`src/rtl/core/terz_pkg.sv`:
```
// Shared types and constants for the triangle rasterizer with depth buffer.
// Used by the controller, the datapath and the top level; no dependencies.
package terz_pkg;

  localparam int DEF_MAX_WIDTH  = 128;
  localparam int DEF_MAX_HEIGHT = 128;

  localparam int CFG_IDX_W  = 2;
  localparam int CFG_DATA_W = 24;

  localparam logic [CFG_IDX_W-1:0] CFG_WIDTH  = 2'd0;
  localparam logic [CFG_IDX_W-1:0] CFG_HEIGHT = 2'd1;
  localparam logic [CFG_IDX_W-1:0] CFG_FAR    = 2'd2;
  localparam logic [CFG_IDX_W-1:0] CFG_BG     = 2'd3;

  localparam logic [1:0] MODE_CLEAR = 2'd0;
  localparam logic [1:0] MODE_DRAW  = 2'd1;
  localparam logic [1:0] MODE_READ  = 2'd2;

  localparam int EW        = 36;  // edge function / area width, signed
  localparam int NW        = 52;  // depth numerator width
  localparam int QW        = 16;  // depth width
  localparam int CW        = 24;  // color width
  localparam int FW        = 15;  // fragment count width
  localparam int MEM_W     = CW + QW;
  localparam int MUL_SPLIT = 18;  // edge value split for the 18x16 multiplier

  localparam logic [3:0]    HALF_PIX = 4'd8;  // pixel center in 12.4
  localparam logic [FW-1:0] FRAG_MAX = '1;

  typedef struct packed {
    logic [1:0]         mode;
    logic signed [15:0] vert0_x;
    logic signed [15:0] vert0_y;
    logic [15:0]        vert0_depth;
    logic signed [15:0] vert1_x;
    logic signed [15:0] vert1_y;
    logic [15:0]        vert1_depth;
    logic signed [15:0] vert2_x;
    logic signed [15:0] vert2_y;
    logic [15:0]        vert2_depth;
    logic [23:0]        tri_color;
  } terz_in_t;

  typedef struct packed {
    logic [23:0] pixel_color;
    logic [15:0] pixel_depth;
    logic [14:0] fragments_written;
  } terz_out_t;

  typedef struct packed {
    logic       load;
    logic       clr_write;
    logic       rd_issue;
    logic       rd_capture;
    logic       setup;
    logic       px_init;
    logic       mul;
    logic       div_load;
    logic       div_step;
    logic       ztest;
    logic       advance;
    logic [2:0] step;
  } terz_cmd_t;

  typedef struct packed {
    logic area_ok;
    logic covered;
    logic last_pix;
    logic clr_last;
  } terz_sts_t;

endpackage

```
`src/rtl/core/terz_ctrl.sv`:
```
// Sequencer for clear, draw and read commands.
// Depends on terz_pkg; drives the datapath through terz_cmd_t.
module terz_ctrl import terz_pkg::*; (
  input  logic      clk,
  input  logic      rst_n,
  input  logic      in_valid,
  input  logic [1:0] in_mode,
  output logic      in_ready,
  output logic      out_valid,
  input  logic      out_ready,
  output terz_cmd_t cmd,
  input  terz_sts_t sts
);

  typedef enum logic [3:0] {
    IDLE, CLEAR, RD_ISSUE, RD_CAP, SET_AREA, CHECK, SET_EDGE,
    PX_TEST, MUL, DLOAD, DIV, ZTEST, DONE
  } state_t;

  localparam logic [3:0] STEP_AREA_LAST  = 4'd1;
  localparam logic [3:0] STEP_EDGE_FIRST = 4'd2;
  localparam logic [3:0] STEP_EDGE_LAST  = 4'd7;
  localparam logic [3:0] STEP_MUL_LAST   = 4'd5;
  localparam logic [3:0] STEP_DIV_LAST   = 4'd15;

  state_t     state_r, state_nxt;
  logic [3:0] step_r, step_nxt;
  logic       in_ready_r, out_valid_r;

  assign in_ready  = in_ready_r;
  assign out_valid = out_valid_r;

  always_comb begin
    cmd       = '0;
    cmd.step  = step_r[2:0];
    state_nxt = state_r;
    step_nxt  = step_r;
    case (state_r)
      IDLE: begin
        if (in_valid) begin
          cmd.load = 1'b1;
          step_nxt = '0;
          case (in_mode)
            MODE_CLEAR: state_nxt = CLEAR;
            MODE_DRAW:  state_nxt = SET_AREA;
            MODE_READ:  state_nxt = RD_ISSUE;
            default:    state_nxt = DONE;
          endcase
        end
      end
      CLEAR: begin
        cmd.clr_write = 1'b1;
        if (sts.clr_last) state_nxt = DONE;
      end
      RD_ISSUE: begin
        cmd.rd_issue = 1'b1;
        state_nxt    = RD_CAP;
      end
      RD_CAP: begin
        cmd.rd_capture = 1'b1;
        state_nxt      = DONE;
      end
      SET_AREA: begin
        cmd.setup = 1'b1;
        if (step_r == STEP_AREA_LAST) state_nxt = CHECK;
        else step_nxt = step_r + 4'd1;
      end
      CHECK: begin
        if (sts.area_ok) begin
          cmd.px_init = 1'b1;
          step_nxt    = STEP_EDGE_FIRST;
          state_nxt   = SET_EDGE;
        end else begin
          state_nxt = DONE;
        end
      end
      SET_EDGE: begin
        cmd.setup = 1'b1;
        if (step_r == STEP_EDGE_LAST) state_nxt = PX_TEST;
        else step_nxt = step_r + 4'd1;
      end
      PX_TEST: begin
        if (sts.covered) begin
          step_nxt  = '0;
          state_nxt = MUL;
        end else begin
          cmd.advance = 1'b1;
          if (sts.last_pix) state_nxt = DONE;
        end
      end
      MUL: begin
        cmd.mul = 1'b1;
        if (step_r == STEP_MUL_LAST) state_nxt = DLOAD;
        else step_nxt = step_r + 4'd1;
      end
      DLOAD: begin
        cmd.div_load = 1'b1;
        step_nxt     = '0;
        state_nxt    = DIV;
      end
      DIV: begin
        cmd.div_step = 1'b1;
        if (step_r == STEP_DIV_LAST) state_nxt = ZTEST;
        else step_nxt = step_r + 4'd1;
      end
      ZTEST: begin
        cmd.ztest   = 1'b1;
        cmd.advance = 1'b1;
        state_nxt   = sts.last_pix ? DONE : PX_TEST;
      end
      DONE: begin
        if (out_ready) state_nxt = IDLE;
      end
      default: state_nxt = IDLE;
    endcase
  end

  always_ff @(posedge clk) begin
    if (!rst_n) begin
      state_r     <= IDLE;
      step_r      <= '0;
      in_ready_r  <= 1'b1;
      out_valid_r <= 1'b0;
    end else begin
      state_r     <= state_nxt;
      step_r      <= step_nxt;
      in_ready_r  <= (state_nxt == IDLE);
      out_valid_r <= (state_nxt == DONE);
    end
  end

endmodule

```
`config.mk`:
```
export PLATFORM = sky130hd
export DESIGN_NAME = terz_ctrl
export DESIGN_NICKNAME = d
export VERILOG_FILES = /design/src/rtl/core/terz_pkg.sv /design/src/rtl/core/terz_ctrl.sv
export SDC_FILE = /design/constraint.sdc
export NUM_CORES = 1
export LEC_CHECK = 0
export BUFFER_PORTS_ARGS = -buffer_cell sky130_fd_sc_hd__buf_2
export CAP_MARGIN = 15
export CORE_MARGIN = 4
export CORE_UTILIZATION = 40
export CTS_BUF_LIST = sky130_fd_sc_hd__clkbuf_16
export CTS_CLUSTER_DIAMETER = 80
export CTS_CLUSTER_SIZE = 14
export DETAILED_ROUTE_END_ITERATION = 8
export HOLD_SLACK_MARGIN = 0.05
export SYNTH_ARGS = -nofsm -noshare
export SYNTH_HDL_FRONTEND = slang
export SYNTH_SLANG_ARGS = --single-unit
```
`constraint.sdc`:
```
create_clock -name clk -period 2.2 [get_ports clk]
set_input_delay 0.44 -clock clk [delete_from_list [all_inputs] [get_ports clk]]
set_output_delay 0.44 -clock clk [all_outputs]
set_load 0.05 [all_outputs]
```
==> results.md, run 1 <==
* Status: completed
* M3 GR Usage at 0.0436
* Critical Path Sink Type: primary output
* Synth Net Count at between 100 and 150
* Max incr delay on CP at ~480 ps
* Chip width at roughly 55 um
* Io pins at 26
* FF-to-FF End: step_r[3]
* CTS Buf Count at 3
* CTS Buffer Depth at 2
* DR WL/cell at approximately 14 um
* Cell Chain, Critical Path: nor4_2 > and2_1 > buf_2
* Final period util at 0.938
* Yosys warning count at 0
* Syn Inst Count at around 110
* H-tree levels at 1
* Cells on worst reg2reg path at 5
* Hold path startpoint: rst_n
* CP Buf/Inv Count at 1
* Fillers at 197
* Synth cell types at 53
* Crit path from: state_r[1]
* Met2 GRT Util at 0.254
* DPL Wire Length at ~1700 um
* Worst-margin pin slew at 572 ps
* Worst Hold End: in_ready
* Top_reg_cell synth: dfxtp_1
* Core area at 2020 um^2
* Final Skew at roughly 2.3 ps
* Min-delay worst type: in2reg
* Max-cap violations at 0
* Initial DRC Count at 20
* Most common cell in the netlist: nor2_1
* Area of the multi-input gates at between 600 and 700 um^2
* Vias in the first global route at about 840
* Relative slew slack at 0.618
* Die area at approximately 3000 um^2
* Pre-CTS setup slack at roughly 130 ps
* Worst EP required at approximately 1800 ps
* Hold Vio Cnt, Final at 0
* Drt pass-1 iters at 4
* First-pass GRT wire length at around 3700 um
* #FFs+latches synth at 10
* Top post-synthesis cells by area: dfxtp_1 (23%), buf_4 (5.1%), nor2_1 (5.1%)
* Vias per inst at approximately 5.7
* Crit Path Class: reg2out
* Number of buffers added on ports at 25
* P per Cell Area at approximately 900 nW/um^2
* # setup viols final at 0
* Max FO, Critical Path at 17
* Post-synth top cells: nor2_1 (12), dfxtp_1 (10), buf_4 (6)
* R2R Setup Slk at approximately 240 ps
* M1 GR Usage at 0.227
* Synthesized area per cell at between 8 and 9 um^2
* Setup crit start kind: register
* Period minus WS final at 2060 ps
* Remaining antenna violation count at 0
* RSZ-0062 raised after global routing: false
* Hold buffers post-CTS at 0
* Die Y at roughly 55 um
* TritonCTS clock tree: built
* Antenna Cells at 0
* Hold Path Depth at 2
* Register area at roughly 200 um^2
* Core Util, Final at 0.533
* Clk root buf: clkbuf_16
* Pleak at roughly 0.50 nW
* FMAX at around 0.48 GHz
* Synth top area share at 0.228
* Cell family with most CP delay: simple AND/OR/NAND/NOR gates
* Clock slew at reported path FFs at ~40 ps
* Post-synth EDFFs at 0
* Detailed Route WL at ~2200 um
* Routability cong. at a little under 0.8
* Gr ovfl total at 0
* Final Worst Setup Slack at around 140 ps
* Largest net degree at the start of global routing at 18
* CP max stage cell: dfxtp_1
* Area growth syn-to-layout at 22.6%
* # nets final at approximately 140
* Total track usage at 0.170
* Post-Syn Area at between 800 and 900 um^2
* Rows at 16
* Final max-slew violation count at 0
* Design Power at 967 uW
* Fraction of layout cells with a size suffix above 1 at 0.357
* Post-CTS Resized at 2
* Cell taking the most area after synthesis: dfxtp_1
* GRT busiest layer: met2
* Placed cell area at a little under 1000 um^2
* DRC at 0
* Setup TNS at 0 ps
* Initial Utilization at 0.434
* # Post-CTS Setup Buffers at 0
* Finished Cell Area at between 1000 and 1500 um^2
* Via count at 895
* Clock latency at the later pin of the worst-skew pair at between 200 and 250 ps
* Critical Path AT at 1620 ps
* Sink Count at 10
* Reg2reg start: state_r[1]
* Initial antenna violation count at 0
* Max VDD drop at about 420 uV
* Async set-or-reset flop fraction in the synthesized netlist at 0
* Seq/Total Area, Yosys at 0.228
-- state kept, by name, indices dropped and copies added, names as in the netlist --
name,count
step_r,4
in_ready,1
state_r,4
out_valid,1
-- cells in the final DEF, fill, tap and decap left out, types with 3 or more instances in the layout --
master     netlist  routed
nor2_1          12      12
nand4_1          3       3
and4b_1          3       3
clkbuf_16        0       3
buf_2            1      25
dfxtp_1         10       8
o21ai_1          3       3
o21ai_0          3       3
inv_1            5       5
nand3_1          4       4
nor3_1           4       3
and2_1           3       3
-- logic make-up (layout without fill, tap and decap cells) --
logic type,after synthesis,count (layout),synth area share
simple gates,51,51,0.358
compound gates,29,29,0.271
buf+inv,15,36,0.104
flops,10,10,0.228
fa+ha+maj,2,2,0.0285
mux,1,1,0.0114
-- worst max path at each step --
stage                            to  slack, ps  depth (start not counted)
after floorplan             cmd[12]        -10                          3
after global placement    step_r[3]        220                          5
after detailed placement  step_r[3]        130                          5
after CTS                   cmd[13]         70                          3
after global routing        cmd[11]         20                          3
final                       cmd[13]        140                          3
-- area by class of cell --
| type | instances | share of cell area |
|---|---|---|
| clock inverters | 1 | 0.00348 |
| well taps | 27 | 0.0314 |
| inverters | 6 | 0.0209 |
| clock buffers | 3 | 0.0697 |
| flip-flops and latches | 10 | 0.188 |
| multi-input cells | 83 | 0.563 |
| repair buffers | 26 | 0.123 |
-- per-stage QoR --
stage	instances	hold WS, ps
2_1_floorplan	108	502
3_3_place_gp	152	542
3_5_place_dp	152	552
4_1_cts	156	471
5_1_grt	156	490
6_report	156	473
-- routing by layer --
metal / up-vias / part of all wire
li1: 445 / -
met5: - / 0
met1: 430 / 0.48
met2: 18 / 0.46
met3: 2 / 0.042
met4: 0 / 0.012
-- power breakdown --
part,switching [mW],internal [mW]
Combinational,0.242,0.140
Clock,0.0837,0.238
Sequential,0.0551,0.208
Total,0.381,0.586
No activity file was read; power rests on OpenSTA's default activity.
==> inputs of run 2 (changes only) <==
==> constraint.sdc (replaced) <==
create_clock -name clk -period 1.9 [get_ports clk]
set_input_delay 0.38 -clock clk [delete_from_list [all_inputs] [get_ports clk]]
set_output_delay 0.38 -clock clk [all_outputs]
set_load 0.05 [all_outputs]
==> run 2 against run 1 <==
  * Worst hold slack got worse by 69 ps
  * Combinational power rose by 34%
  * Wire length is 10% higher
  * Sequential power is 11% higher
  * Global-route usage rose by 1.4 points
  * Count of clock-buffer cells in the layout unchanged
  * Largest cell class unchanged
==> results.md, run 2 (synthesis gave the netlist of run 1 again) <==
* Status: completed
* Min-delay worst type: in2reg
* Initial antenna violation count at 0 (unchanged)
* Relative slew slack at 0.758 (+0.140)
* TritonCTS clock tree: built
* Drt pass-1 iters at 5 (+1)
* Via count at 934 (+4.4%)
* M1 GR Usage at 0.243 (+0.0154)
* CTS Buffer Depth at 2 (unchanged)
* Hold Vio Cnt, Final at 0 (unchanged)
* Fraction of layout cells with a size suffix above 1 at 0.449 (+0.0919)
* Final Skew at 1.92 ps (-0.415 ps)
* Met2 GRT Util at 0.295 (+0.0413)
* # Post-CTS Setup Buffers at 0 (unchanged)
* Max FO, Critical Path at 6 (-11)
* Pre-CTS setup slack at 14.6 ps (-119 ps)
* Die Y at 54.9 um (unchanged)
* Clock slew at reported path FFs at 40 ps (about the same)
* P per Cell Area at 1010 nW/um^2 (+12%)
* Remaining antenna violation count at 0 (unchanged)
* Critical Path AT at 1960 ps (+340 ps)
* Hold buffers post-CTS at 0 (unchanged)
* # setup viols final at 0 (unchanged)
* Largest registers: state_r: 4 flops, step_r: 4 flops
* Worst-margin pin slew at 360 ps (-212 ps)
* Max VDD drop at 846 uV (+100%)
* Period minus WS final at approximately 1800 ps
* Largest net degree at the start of global routing at 13 (-5)
* Setup crit start kind: register
* DPL Wire Length at 1910 um (+15%)
* DRC at 0 (unchanged)
* Rows at 16 (unchanged)
* CTS Buf Count at 3 (unchanged)
* Final max-slew violation count at 0 (unchanged)
* Design Power at 1.18 mW (+22%)
* Pleak at 0.553 nW (+10%)
* Routability cong. at 0.845 (+10%)
* Worst EP required at 2040 ps (+280 ps)
* Io pins at 26 (unchanged)
* Chip width at 54.9 um (unchanged)
* Die area at 3010 um^2 (unchanged)
* Crit Path Class: reg2reg
* Gr ovfl total at 0 (unchanged)
* FMAX at approximately 0.55 GHz
* Final period util at 0.958
* Number of buffers added on ports at 25 (unchanged)
* Vias in the first global route at 854 (+1.9%)
* Core area at 2020 um^2 (unchanged)
* DR WL/cell at 14.7 um (+5.6%)
* RSZ-0062 raised after global routing: true
* Sink Count at 10 (unchanged)
* Commonest cells after routing, fill and taps aside: buf_2 (24), nor2_1 (12), buf_4 (8)
* Initial DRC Count at 19 (-5.0%)
* Detailed Route WL at 2390 um (+10%)
* Max-cap violations at 0 (unchanged)
* H-tree levels at 1 (unchanged)
* Setup TNS at 0 ps (unchanged)
* Vias per inst at 5.73 (-0.12%)
* # nets final at 149 (+4.9%)
* First-pass GRT wire length at 4010 um (+7.8%)
* GRT busiest layer: met2
* Area growth syn-to-layout at 33.0%
* Total track usage at 0.184 (+0.0143)
* Final Worst Setup Slack at 79.1 ps (-57.1 ps)
* Clock latency at the later pin of the worst-skew pair at 240 ps (about the same)
* M3 GR Usage at 0.0490 (+0.00545)
* Initial Utilization at 0.434 (unchanged)
* Most common cell after layout, fill and taps aside: buf_2
* Critical Path Sink Type: register
* Antenna Cells at 0 (unchanged)
* Clk root buf: clkbuf_16
run 2: changes by cell type in the layout (fill, tap and decap cells not counted), sizes merged:
cell    change
clkbuf      +1
buf         +6
run 2: worst paths after layout:
kind              startpoint        end  slack (ps)  cells past startpoint
setup / recovery   step_r[0]  step_r[3]          80                      6
hold / removal         rst_n   in_ready         400                      2
setup reg to reg   step_r[0]  step_r[3]          80                      6
hold reg to reg    step_r[0]  step_r[0]         520                      2
run 2: timing repair:
| item | 4_1_cts | 5_1_grt |
|---|---|---|
| hold endpoints to repair | 0 | 0 |
| resized for setup | 5 | 7 |
| setup endpoints to repair | 3 | 5 |
| pin swaps | 0 | 1 |
run 2: layer usage:
layer	share of wire	vias to the layer above	wire length, um
met5	0	-	0
met4	0.017	0	41
met3	0.052	6	125
met2	0.48	31	1150
met1	0.45	437	1080
li1	-	460	-
run 2: where the power goes:
part           internal (mW)  switching, mW
Clock                  0.276         0.0966
Combinational          0.192          0.322
Sequential             0.245         0.0483
run 2: worst max-delay path: stages, from the launching register on:
cell	delay, ps
dfxtp_2	340
ha_2	210
and4b_1	180
o211ai_2	190
nand3_2	140
or3_4	420
o41ai_2	260
run 2: cell type report:
class                           instances  area, um^2
Fill cell                             205         853
Tap cell                               27        33.8
Inverter                                6        22.5
Clock inverter                          1        3.75
Clock buffer                            3        75.1
Sequential cell                        10         208
Timing Repair Buffer                   33         188
Multi-Input combinational cell         83         638
run 2: through the flow:
stage | instance area (um^2) | util | instances | hold WS, ps
finish | 1170 | 0.578 | 163 | 403
detailed placement | 1050 | 0.522 | 159 | 538
global route | 1170 | 0.578 | 163 | 424
floorplan | 905 | - | 108 | 451
CTS | 1150 | 0.567 | 163 | 402
global placement | 1050 | 0.522 | 159 | 531
==> inputs of run 3 (changes only) <==
--- a/config.mk
+++ b/config.mk
@@ -9,10 +9,12 @@
 export CAP_MARGIN = 15
 export CORE_MARGIN = 4
 export CORE_UTILIZATION = 40
-export CTS_BUF_LIST = sky130_fd_sc_hd__clkbuf_16
+export CTS_BUF_LIST = sky130_fd_sc_hd__clkbuf_8
 export CTS_CLUSTER_DIAMETER = 80
 export CTS_CLUSTER_SIZE = 14
 export DETAILED_ROUTE_END_ITERATION = 8
+export GPL_ROUTABILITY_DRIVEN = 0
+export GPL_TIMING_DRIVEN = 0
 export HOLD_SLACK_MARGIN = 0.05
 export SYNTH_ARGS = -nofsm -noshare
 export SYNTH_HDL_FRONTEND = slang
==> run 3 against run 2 <==
  * Utilization increased by 2.0 points
  * Clock skew increased by 0.70 ps
  * Count of clock-buffer cells in the layout increased by 1
  * Critical path type is now reg2out
  * Flip-flop and latch count unchanged
  * Largest cell class unchanged
==> results.md, run 3 (synthesis gave the netlist of run 1 again) <==
* Finished Cell Area at 1210 um^2 (+3.5%)
* Initial Utilization at 0.434 (unchanged)
* Gr ovfl total at 0 (unchanged)
* Status: completed
* TritonCTS clock tree: built
* DPL Wire Length at 1830 um (-4.3%)
* Critical Path AT at 1450 ps (-510 ps)
* # nets final at 154 (+3.4%)
* Final period util at 0.963 (+0.00467)
* Total track usage at 0.179 (-0.00532)
* Via count at 951 (+1.8%)
* Crit path capture: cmd[11]
* P per Cell Area at 900 nW/um^2 (-11%)
* Pleak at 0.574 nW (+3.8%)
* Clock slew at reported path FFs at 40 ps (about the same)
* Hold Vio Cnt, Final at 0 (unchanged)
* Core area at 2020 um^2 (unchanged)
* Max-cap violations at 0 (unchanged)
* Final max-slew violation count at 0 (unchanged)
* DR WL/cell at 14.4 um (-2.0%)
* Vias per inst at 5.66 (-1.2%)
* Rows at 16 (unchanged)
* Hold buffers post-CTS at 0 (unchanged)
* Worst-margin pin slew at 352 ps (-7.70 ps)
* Max VDD drop at 860 uV (+1.7%)
* Worst hold margin at 419 ps (+15.9 ps)
* FF-to-FF End: step_r[0]
* Io pins at 26 (unchanged)
* Clock latency at the later pin of the worst-skew pair at 230 ps (about the same)
* Initial DRC Count at 23 (+4)
* Die area at 3010 um^2 (unchanged)
* R2R Setup Slk at 100 ps (+20 ps)
* FMAX at 0.547 GHz (-0.48%)
* Vias in the first global route at 859 (+0.59%)
* Relative slew slack at 0.762 (+0.00355)
* CTS Buffer Depth at 2 (unchanged)
* Die Y at 54.9 um (unchanged)
* Design Power at 1.09 mW (-7.6%)
* Final Skew at 2.61 ps (+0.698 ps)
* Clk root buf: clkbuf_8
* Reg2reg start: step_r[1]
* Sink Count at 10 (unchanged)
* RSZ-0062 raised after global routing: true
* Critical Path Sink Type: primary output
* Largest registers: state_r: 4 flops, step_r: 4 flops
* Antenna Cells at 0 (unchanged)
* Period minus WS final at 1830 ps (+8.86 ps)
* Commonest cells after routing, fill and taps aside: buf_2 (21), nor2_1 (12), buf_4 (12)
* CTS Buf Count at 3 (unchanged)
* Setup crit start kind: register
* Placed cell area at 1060 um^2 (+0.83%)
* Largest net degree at the start of global routing at 11 (-2)
* DRC at 0 (unchanged)
* Crit path from: state_r[1]
* Crit Path Class: reg2out
* H-tree levels at 1 (unchanged)
* Number of buffers added on ports at 25 (unchanged)
* Cells on worst reg2reg path at 7 (+1)
* # setup viols final at 0 (unchanged)
* Min-delay worst type: in2reg
* First-pass GRT wire length at 3890 um (-2.9%)
* Chip width at 54.9 um (unchanged)
* Initial antenna violation count at 0 (unchanged)
* Max FO, Critical Path at 10 (+4)
* Worst EP required at 1520 ps (-520 ps)
* Remaining antenna violation count at 0 (unchanged)
* Area growth syn-to-layout at 37.7%
* Fraction of layout cells with a size suffix above 1 at 0.482 (+0.0337)
* Most common cell after layout, fill and taps aside: buf_2
* Detailed Route WL at 2420 um (+1.0%)
* Drt pass-1 iters at 4 (-1)
run 3: cell count changes in the layout (fill, tap and decap cells not counted), moves of 2 or more:
| cell | previous run | this run |
|---|---|---|
| clkbuf_16 | 3 | 0 |
| clkbuf_8 | 0 | 4 |
| buf_6 | 0 | 3 |
| buf_2 | 24 | 21 |
| dfxtp_2 | 6 | 4 |
| buf_4 | 8 | 12 |
run 3: through the flow:
step                cells   util  setup TNS [ps]  setup slack (ps)
detailed placement    160  0.526           -29.8             -29.8
finish                168  0.598               0              70.2
CTS                   167  0.574           -6.31             -6.31
global placement      160  0.526           -18.9             -18.9
global route          168  0.598           -48.7             -34.9
floorplan             108      -           -52.6             -52.6
run 3: worst min-delay path by stage:
stage / start / to / slack, ps / depth (start not counted)
floorplan: rst_n / in_ready / 450 / 1
global placement: step_r[3] / step_r[3] / 540 / 1
detailed placement: step_r[3] / step_r[3] / 540 / 1
CTS: rst_n / in_ready / 420 / 2
global route: rst_n / in_ready / 440 / 2
finish: rst_n / in_ready / 420 / 2
run 3: repair_timing:
action | CTS | global route
resized for setup | 6 | 15
pin swaps | 1 | 3
setup endpoints to repair | 4 | 9
setup buffers | 3 | 1
run 3: critical path, stage by stage, from the launching register on:
cell and delay (ps):
dfxtp_2 410, buf_4 220, inv_2 70, nor4_2 270
buf_4 250
run 3: layout make-up:
type	instances	area, um^2
well taps	27	33.8
clock buffers	4	55.1
flip-flops and latches	10	209
inverters	6	22.5
repair buffers	29	171
plain buffers	9	72.6
fillers	187	812
multi-input cells	83	646
run 3: layer usage:
metal / vias to the layer above / GRT usage / wire length, um
li1: 470 / - / -
met1: 443 / 0.244 / 1080
met2: 36 / 0.278 / 1170
met3: 2 / 0.0490 / 152
met4: 0 / 0.0373 / 19
met5: - / 0 / 0
run 3: where the power goes:
group	switching (mW)	total, mW	internal [mW]
clock	0.0789	0.261	0.182
combinational	0.344	0.552	0.208
sequential	0.0318	0.276	0.244
